## config.mk

```make
export PLATFORM = sky130hd
export DESIGN_NAME = pulse_transient_metrics
export DESIGN_NICKNAME = d
export VERILOG_FILES = /design/src/ptm_pkg.sv /design/src/ptm_div.sv /design/src/ptm_datapath.sv /design/src/ptm_ctrl.sv /design/src/pulse_transient_metrics.sv
export SDC_FILE = /design/constraint.sdc
export NUM_CORES = 2
export LEC_CHECK = 0
export BUFFER_PORTS_ARGS = -buffer_cell sky130_fd_sc_hd__buf_2
export CAP_MARGIN = 20
export CORE_ASPECT_RATIO = 1.75
export CORE_MARGIN = 5
export CORE_UTILIZATION = 50
export CTS_BUF_LIST = sky130_fd_sc_hd__clkbuf_16
export CTS_CLUSTER_DIAMETER = 150
export DETAILED_ROUTE_END_ITERATION = 8
export PLACE_DENSITY = 0.7
export SYNTH_ARGS = -nofsm -noshare
export SYNTH_HDL_FRONTEND = slang
export SYNTH_SLANG_ARGS = --single-unit
```

## constraint.sdc

```tcl
create_clock -name clk -period 13 [get_ports clk]
set_clock_uncertainty 0.1 [all_clocks]
set_input_delay 2.6 -clock clk [delete_from_list [all_inputs] [get_ports clk]]
set_output_delay 2.6 -clock clk [all_outputs]
set_load 0.02 [all_outputs]
```

## src/ptm_pkg.sv

```systemverilog
`timescale 1ns / 1ps
package ptm_pkg;
	localparam int VALUE_BITS_DEF = 16;
	localparam int TIME_BITS_DEF  = 32;
	localparam logic [15:0] LOW_THR_RST  = 16'd6554;
	localparam logic [15:0] MID_THR_RST  = 16'd16384;
	localparam logic [15:0] HIGH_THR_RST = 16'd29491;
	localparam logic [1:0] REG_LOW  = 2'd0;
	localparam logic [1:0] REG_MID  = 2'd1;
	localparam logic [1:0] REG_HIGH = 2'd2;
	localparam int DIV_NUM_BITS = 48;
	localparam int DIV_DEN_BITS = 49;

	typedef struct packed {
		logic track;      // accumulate accepted sample
		logic calc_start; // latch result operands, start divisions
		logic out_load;   // copy result into output register
	} ptm_cmd_t;

	typedef struct packed {
		logic div_done;
	} ptm_sts_t;
endpackage

```

## src/ptm_div.sv

```systemverilog
`timescale 1ns / 1ps
// Restoring signed divider, one quotient bit per cycle, saturated to 32 bits.
module ptm_div (
	input  logic                                  clk,
	input  logic                                  arst_n,
	input  logic                                  start,
	input  logic signed [ptm_pkg::DIV_NUM_BITS-1:0] num,
	input  logic signed [ptm_pkg::DIV_DEN_BITS-1:0] den,
	output logic                                  busy,
	output logic [31:0]                           quot
);
	import ptm_pkg::*;
	localparam int CW = $clog2(DIV_NUM_BITS + 1);

	logic [DIV_NUM_BITS-1:0] q_q;
	logic [DIV_DEN_BITS:0]   rem_q;
	logic [DIV_DEN_BITS-1:0] den_q;
	logic                    neg_q;
	logic [CW-1:0]           cnt_q;
	logic [DIV_DEN_BITS:0]   rem_sh;
	logic [DIV_DEN_BITS:0]   rem_sub;
	logic [DIV_NUM_BITS:0]   sq;

	assign rem_sh  = {rem_q[DIV_DEN_BITS-1:0], q_q[DIV_NUM_BITS-1]};
	assign rem_sub = rem_sh - {1'b0, den_q};

	always_ff @(posedge clk or negedge arst_n) begin
		if (!arst_n) begin
			busy  <= 1'b0;
			cnt_q <= '0;
		end else if (start) begin
			busy  <= 1'b1;
			cnt_q <= CW'(DIV_NUM_BITS);
		end else if (busy) begin
			cnt_q <= cnt_q - 1'b1;
			if (cnt_q == CW'(1)) busy <= 1'b0;
		end
	end

	always_ff @(posedge clk) begin
		if (start) begin
			q_q   <= num[DIV_NUM_BITS-1] ? DIV_NUM_BITS'(-num) : num;
			den_q <= den[DIV_DEN_BITS-1] ? DIV_DEN_BITS'(-den) : den;
			rem_q <= '0;
			neg_q <= num[DIV_NUM_BITS-1] ^ den[DIV_DEN_BITS-1];
		end else if (busy) begin
			if (!rem_sub[DIV_DEN_BITS]) begin
				rem_q <= rem_sub;
				q_q   <= {q_q[DIV_NUM_BITS-2:0], 1'b1};
			end else begin
				rem_q <= rem_sh;
				q_q   <= {q_q[DIV_NUM_BITS-2:0], 1'b0};
			end
		end
	end

	// saturate magnitude with sign
	always_comb begin
		sq = neg_q ? -{1'b0, q_q} : {1'b0, q_q};
		if (!neg_q && q_q > DIV_NUM_BITS'(32'h7FFF_FFFF))
			quot = 32'h7FFF_FFFF;
		else if (neg_q && q_q > DIV_NUM_BITS'(33'h8000_0000))
			quot = 32'h8000_0000;
		else
			quot = sq[31:0];
	end
endmodule

```

## src/ptm_datapath.sv

```systemverilog
`timescale 1ns / 1ps
module ptm_datapath #(
	parameter int VALUE_BITS = ptm_pkg::VALUE_BITS_DEF,
	parameter int TIME_BITS  = ptm_pkg::TIME_BITS_DEF
) (
	input  logic                  clk,
	input  logic                  arst_n,
	input  ptm_pkg::ptm_cmd_t     cmd,
	output ptm_pkg::ptm_sts_t     sts,
	input  logic [15:0]           low_thr,
	input  logic [15:0]           mid_thr,
	input  logic [15:0]           high_thr,
	input  logic [VALUE_BITS-1:0] sample_value,
	input  logic [TIME_BITS-1:0]  sample_time,
	input  logic                  window_start,
	input  logic                  peak_marker,
	output logic signed [32:0]    time_to_peak,
	output logic signed [32:0]    rise_time,
	output logic signed [32:0]    decay_time,
	output logic signed [32:0]    half_max_width,
	output logic [31:0]           transient_time,
	output logic signed [31:0]    rise_slope,
	output logic signed [31:0]    decay_slope,
	output logic [4:0]            valid_mask
);
	import ptm_pkg::*;
	localparam int VB = VALUE_BITS;
	localparam int TB = TIME_BITS;

	logic [TB-1:0] start_time_q, peak_time_q, first_low_time_q, first_mid_time_q;
	logic [TB-1:0] last_mid_time_q, last_low_time_q, last_high_time_q, end_time_q;
	logic [VB-1:0] peak_value_q, first_low_value_q, last_low_value_q, last_high_value_q;
	logic [2:0]    found_q;
	logic [2:0]    found_base;
	logic          gt_low, gt_mid, gt_high;
	logic [TB-1:0] pk_t;
	logic [VB-1:0] pk_v;

	assign gt_low  = 32'(sample_value) > 32'(low_thr);
	assign gt_mid  = 32'(sample_value) > 32'(mid_thr);
	assign gt_high = 32'(sample_value) > 32'(high_thr);
	assign found_base = window_start ? 3'b000 : found_q;

	always_ff @(posedge clk or negedge arst_n) begin
		if (!arst_n) begin
			start_time_q <= '0; peak_time_q <= '0; peak_value_q <= '0;
			first_low_time_q <= '0; first_low_value_q <= '0;
			first_mid_time_q <= '0; last_mid_time_q <= '0;
			last_low_time_q <= '0; last_low_value_q <= '0;
			last_high_time_q <= '0; last_high_value_q <= '0;
			found_q <= '0; end_time_q <= '0;
		end else if (cmd.track) begin
			end_time_q <= sample_time;
			if (window_start) start_time_q <= sample_time;
			if (window_start || peak_marker) begin
				peak_time_q  <= sample_time;
				peak_value_q <= sample_value;
			end
			if (gt_low) begin
				if (!found_base[0]) begin
					first_low_time_q  <= sample_time;
					first_low_value_q <= sample_value;
				end
				last_low_time_q  <= sample_time;
				last_low_value_q <= sample_value;
			end
			if (gt_mid) begin
				if (!found_base[1]) first_mid_time_q <= sample_time;
				last_mid_time_q <= sample_time;
			end
			if (gt_high) begin
				last_high_time_q  <= sample_time;
				last_high_value_q <= sample_value;
			end
			found_q <= found_base | {gt_high, gt_mid, gt_low};
		end
	end
	assign pk_t = peak_time_q;
	assign pk_v = peak_value_q;

	// slope operands
	logic signed [DIV_NUM_BITS-1:0] rnum, dnum;
	logic signed [DIV_DEN_BITS-1:0] rden, dden;
	logic rz, dz;
	assign rnum = DIV_NUM_BITS'(($signed({1'b0, pk_v}) - $signed({1'b0, first_low_value_q}))) <<< 16;
	assign dnum = DIV_NUM_BITS'(($signed({1'b0, last_low_value_q})
		- $signed({1'b0, last_high_value_q}))) <<< 16;
	assign rden = DIV_DEN_BITS'($signed({1'b0, pk_t}) - $signed({1'b0, first_low_time_q}));
	assign dden = DIV_DEN_BITS'($signed({1'b0, last_low_time_q})
		- $signed({1'b0, last_high_time_q}));
	assign rz = (pk_t == first_low_time_q);
	assign dz = (last_low_time_q == last_high_time_q);

	logic rbusy, dbusy;
	logic [31:0] rq, dq;
	logic [4:0]  mask_q;
	logic        started_q;

	ptm_div u_rdiv (.clk, .arst_n, .start(cmd.calc_start), .num(rnum), .den(rden),
		.busy(rbusy), .quot(rq));
	ptm_div u_ddiv (.clk, .arst_n, .start(cmd.calc_start), .num(dnum), .den(dden),
		.busy(dbusy), .quot(dq));

	always_ff @(posedge clk or negedge arst_n) begin
		if (!arst_n) begin
			mask_q <= '0;
			started_q <= 1'b0;
		end else begin
			if (cmd.calc_start) begin
				mask_q <= {found_q[1], found_q[0] & found_q[2] & !dz, found_q[0],
					found_q[0] & !rz, found_q[0]};
				started_q <= 1'b1;
			end else if (cmd.out_load) started_q <= 1'b0;
		end
	end
	assign sts.div_done = started_q && !rbusy && !dbusy;

	function automatic logic [32:0] d33(input logic [TB-1:0] a, input logic [TB-1:0] b);
		logic [TB:0] d;
		d = {1'b0, a} - {1'b0, b};
		return 33'($signed(d));
	endfunction

	always_ff @(posedge clk) begin
		if (cmd.out_load) begin
			time_to_peak   <= d33(pk_t, start_time_q);
			rise_time      <= mask_q[0] ? d33(pk_t, first_low_time_q) : '0;
			decay_time     <= mask_q[2] ? d33(last_low_time_q, pk_t) : '0;
			half_max_width <= mask_q[4] ? d33(last_mid_time_q, first_mid_time_q) : '0;
			transient_time <= 32'(end_time_q - start_time_q);
			rise_slope     <= mask_q[1] ? rq : '0;
			decay_slope    <= mask_q[3] ? dq : '0;
			valid_mask     <= mask_q;
		end
	end
endmodule

```

## src/ptm_ctrl.sv

```systemverilog
`timescale 1ns / 1ps
module ptm_ctrl (
	input  logic              clk,
	input  logic              arst_n,
	input  logic              in_valid,
	input  logic              window_end,
	output logic              in_stall,
	output logic              out_valid,
	input  logic              out_stall,
	input  ptm_pkg::ptm_sts_t sts,
	output ptm_pkg::ptm_cmd_t cmd
);
	import ptm_pkg::*;
	typedef enum logic [1:0] {IDLE, START, DIVIDE} state_t;
	state_t state_q;
	logic   acc;

	// during division no sample is taken; result held until out side frees
	assign in_stall = (state_q != IDLE) || (out_valid && out_stall && window_end);
	assign acc = in_valid && !in_stall;
	assign cmd.track = acc;
	assign cmd.calc_start = (state_q == START);
	assign cmd.out_load = (state_q == DIVIDE) && sts.div_done && !(out_valid && out_stall);

	always_ff @(posedge clk or negedge arst_n) begin
		if (!arst_n) begin
			state_q   <= IDLE;
			out_valid <= 1'b0;
		end else begin
			if (cmd.out_load) out_valid <= 1'b1;
			else if (out_valid && !out_stall) out_valid <= 1'b0;
			case (state_q)
				IDLE:   if (acc && window_end) state_q <= START;
				START:  state_q <= DIVIDE;
				DIVIDE: if (cmd.out_load) state_q <= IDLE;
				default: state_q <= IDLE;
			endcase
		end
	end
endmodule

```

## src/pulse_transient_metrics.sv

```systemverilog
`timescale 1ns / 1ps
// Pulse rise/decay/width measurement. Plain samples are taken one per cycle.
// The sample marked window_end starts two 48-step shift-subtract dividers
// for the slopes; no samples are taken then, so the result is registered and
// the next sample is accepted only once both dividers have finished.
// A result waiting on out_stall only holds off the next window end.
module pulse_transient_metrics #(
	parameter int VALUE_BITS = ptm_pkg::VALUE_BITS_DEF,
	parameter int TIME_BITS  = ptm_pkg::TIME_BITS_DEF
) (
	input  logic                  clk,
	input  logic                  arst_n,
	input  logic                  cfg_we,
	input  logic [1:0]            cfg_index,
	input  logic [15:0]           cfg_data,
	input  logic                  in_valid,
	output logic                  in_stall,
	input  logic [VALUE_BITS-1:0] sample_value,
	input  logic [TIME_BITS-1:0]  sample_time,
	input  logic                  window_start,
	input  logic                  window_end,
	input  logic                  peak_marker,
	output logic                  out_valid,
	input  logic                  out_stall,
	output logic signed [32:0]    time_to_peak,
	output logic signed [32:0]    rise_time,
	output logic signed [32:0]    decay_time,
	output logic signed [32:0]    half_max_width,
	output logic [31:0]           transient_time,
	output logic signed [31:0]    rise_slope,
	output logic signed [31:0]    decay_slope,
	output logic [4:0]            valid_mask
);
	import ptm_pkg::*;
	logic [15:0] low_q, mid_q, high_q;
	ptm_cmd_t cmd;
	ptm_sts_t sts;

	always_ff @(posedge clk or negedge arst_n) begin
		if (!arst_n) begin
			low_q <= LOW_THR_RST; mid_q <= MID_THR_RST; high_q <= HIGH_THR_RST;
		end else if (cfg_we) begin
			case (cfg_index)
				REG_LOW:  low_q  <= cfg_data;
				REG_MID:  mid_q  <= cfg_data;
				REG_HIGH: high_q <= cfg_data;
				default: ;
			endcase
		end
	end

	ptm_ctrl u_ctrl (.clk, .arst_n, .in_valid, .window_end, .in_stall, .out_valid,
		.out_stall, .sts, .cmd);

	ptm_datapath #(.VALUE_BITS(VALUE_BITS), .TIME_BITS(TIME_BITS)) u_dp (
		.clk, .arst_n, .cmd, .sts, .low_thr(low_q), .mid_thr(mid_q), .high_thr(high_q),
		.sample_value, .sample_time, .window_start, .peak_marker, .time_to_peak,
		.rise_time, .decay_time, .half_max_width, .transient_time, .rise_slope,
		.decay_slope, .valid_mask);

	a_mask_rise: assert property (@(posedge clk) disable iff (!arst_n)
		out_valid |-> (!valid_mask[1] || valid_mask[0])) else $error("slope without crossing");
	a_mask_decay: assert property (@(posedge clk) disable iff (!arst_n)
		out_valid |-> (!valid_mask[3] || valid_mask[2])) else $error("decay slope mask");
	a_one_cmd: assert property (@(posedge clk) disable iff (!arst_n)
		!(cmd.track && cmd.calc_start)) else $error("track during divide");
endmodule

```

==> flow_summary.json <==
{
  "antenna_found_initial": 13,
  "cts_setup_buffers": 0,
  "clk_latency_ns": 0.69,
  "maxCapViolCount": 0,
  "period_share_pct": 47.20,
  "dr.pass1.iters": 5,
  "num-nets-final": 6362,
  "cts_buffers": 86,
  "post_cts_resized": 0,
  "end_kind": "primary output",
  "hold_violations": 0,
  "synth_cells": 5637,
  "vias": 42490,
  "initial_core_util_pct": 50.20,
  "yosysSeqAreaShare_pct": 44.16,
  "grt_max_degree": 153,
  "fmax_ghz": 0.1630,
  "gr-total-overflow": 0,
  "synth-main-ff-cell": "edfxtp_1",
  "drive_above_1_share_pct": 14.76,
  "synth_most_common_cell": "nand2_1",
  "ys_seq_elements": 919,
  "synth_edf_count": 428,
  "rsz0062_at_grt": "false",
  "rr_startpoint": "u_dp.peak_time_q[1]",
  "cts.reportedPaths.clkPinSlew_ns": 0.07,
  "cp_max_fo": 4,
  "rrSetupSlack_ns": 8.04,
  "htreeDepth": 3,
  "drt_wl_total_um": 147800,
  "crit_type": "input port to primary output",
  "holdCritPathClass": "register to register",
  "gp_congestion": 0.9178,
  "port_buffers": 308,
  "synth_async_sr_flop_share_pct": 42.76,
  "fin_setup_tns_ns": 0,
  "clock_path_buffers": 3,
  "syn_avg_cell_area_um2": 9.910,
  "crit_end": "in_stall",
  "cts_hold_buf": 0,
  "drc_errors": 0,
  "drv_slew": 0,
  "yosys-top-cells-count": "nand2_1 (456), inv_1 (451), edfxtp_1 (428), a21oi_1 (411), ha_1 (381)",
  "drt_iter0_drc": 2233,
  "area_growth_pct": 10.55,
  "cp_data_arrival_time_ns": 3.44,
  "cp-startpoint": "window_end",
  "status": "complete, no violations",
  "place_hpwl_um": 110900,
  "clock-sinks": 919,
  "worstSetupStartpointType": "input port",
  "rows": 162,
  "placed_cells": 7283,
  "synth_top_area_cell": "edfxtp_1",
  "r2r-end": "u_dp.decay_time[29]",
  "fill_cells": 9754,
  "synth_area_leaders": "edfxtp_1 (23%), dfrtp_1 (17%), ha_1 (8.5%)",
  "synth_area_um2": 55860,
  "die_x_um": 262.7,
  "layoutNonFillerInstCount": 7453,
  "grt_pass1_vias": 42370,
  "die_y_um": 452.2,
  "whs_ns": 0.3858,
  "routedWlPerCell_um": 19.83,
  "cp.required_ns": 10.30,
  "cts_tree": "done",
  "reg2reg_depth": 13,
  "core_um2": 111300,
  "io_pins": 309,
  "setup_viol": 0,
  "slew-limit-headroom_pct": 25.42,
  "layout_min_cycle_time_ns": 6.136,
  "grt_usage_pct": 24.17,
  "yosysUniqueCellTypes": 104,
  "clockRootBuffer": "clkbuf_16",
  "yosysWarnings": 0,
  "grt_pass1_wl_um": 232600,
  "dieArea_um2": 118800,
  "netlist.area_leader.share_pct": 23.01,
  "ant_nets": 0,
  "via_per_inst": 5.702,
  "tightest_slew_ns": 1.118
}
-- how the worst min path moves through the flow --
stage | startpoint | end | slack, ns | depth (start not counted)
floorplan | u_dp.found_q[2] | u_dp.found_q[2] | 0.35 | 2
global placement | u_dp.end_time_q[17] | u_dp.end_time_q[17] | 0.37 | 2
detailed placement | u_dp.found_q[1] | u_dp.found_q[1] | 0.37 | 1
CTS | u_dp.end_time_q[6] | u_dp.end_time_q[6] | 0.39 | 2
global route | u_dp.end_time_q[17] | u_dp.end_time_q[17] | 0.40 | 2
finish | u_dp.found_q[1] | u_dp.found_q[1] | 0.39 | 1
-- layout by cell type (no fill, tap or decap), types with 23 or more instances in the layout --
cell type	count
inv_1	469
nand2_1	454
edfxtp_1	428
a21oi_1	410
ha_1	381
dfrtp_1	374
o21ai_0	368
nor2_1	357
mux2_2	317
buf_2	307
xnor2_1	216
xor2_1	185
and2_1	149
a21o_1	143
o21a_1	112
dfxtp_1	98
clkbuf_16	89
nand3_1	83
nor3_1	68
nor2b_1	58
a31oi_1	58
nand2b_1	57
nand4_1	54
and3_1	45
o21bai_1	42
o31ai_1	40
a211oi_1	38
nor4_1	35
conb_1	32
buf_4	30
a311oi_1	26
or3_1	24
o211ai_1	23
-- sequential cells by signal, summed over array words and instances, names as in the netlist, 33 cells and up --
signal               cells
u_dp.u_ddiv.q_q         48
u_dp.half_max_width     33
u_dp.rise_time          33
u_dp.u_rdiv.q_q         48
u_dp.u_rdiv.den_q       49
u_dp.time_to_peak       33
u_dp.decay_time         33
u_dp.u_ddiv.rem_q       49
u_dp.u_rdiv.rem_q       49
u_dp.u_ddiv.den_q       49
-- cell families after synthesis --
family / after synthesis / share of synthesized area, %
simple gates: 1485 / 12.98
compound gates: 1450 / 16.38
flops: 919 / 44.16
buf+inv: 654 / 4.533
xor+xnor: 407 / 6.422
fa+ha+maj: 391 / 8.892
mux: 330 / 6.623
other cells: 1 / 0.006713
-- critical path: stages --
cell,delay (ns)
buf_2,0.10
a311oi_1,0.48
inv_1,0.08
buf_2,0.17
-- through the flow --
stage	worst slack [ns]	instance area (µm²)	util, %
after global placement	6.907	58970	52.99
final	6.864	61760	55.50
after floorplan	3.040	55980	-
after detailed placement	6.848	58970	52.99
after global routing	6.714	61740	55.49
after CTS	6.846	61700	55.45
-- metal layers --
metal  track usage, %  vias to the layer above  share of wire (%)
met5                0                        -              0.028
met4            11.75                        6                5.3
met3            3.222                      333                4.3
met2            43.54                     1018                 50
met1            28.43                    20510                 40
li1                 -                    20630                  -
-- final cells by class --
type                    instances  area, µm²  area share, %
repair buffers                342       1852          2.999
clock inverters                70      504.2         0.8165
flip-flops and latches        919      24670          39.96
clock buffers                  89       2227          3.606
inverters                     453       1705          2.761
multi-input cells            4095      28920          46.84
well taps                    1476       1847          2.990
diodes                          9      22.52        0.03647
Power is not shown: default switching activity piles up to over one toggle a cycle in this logic, so the estimate is an artifact.
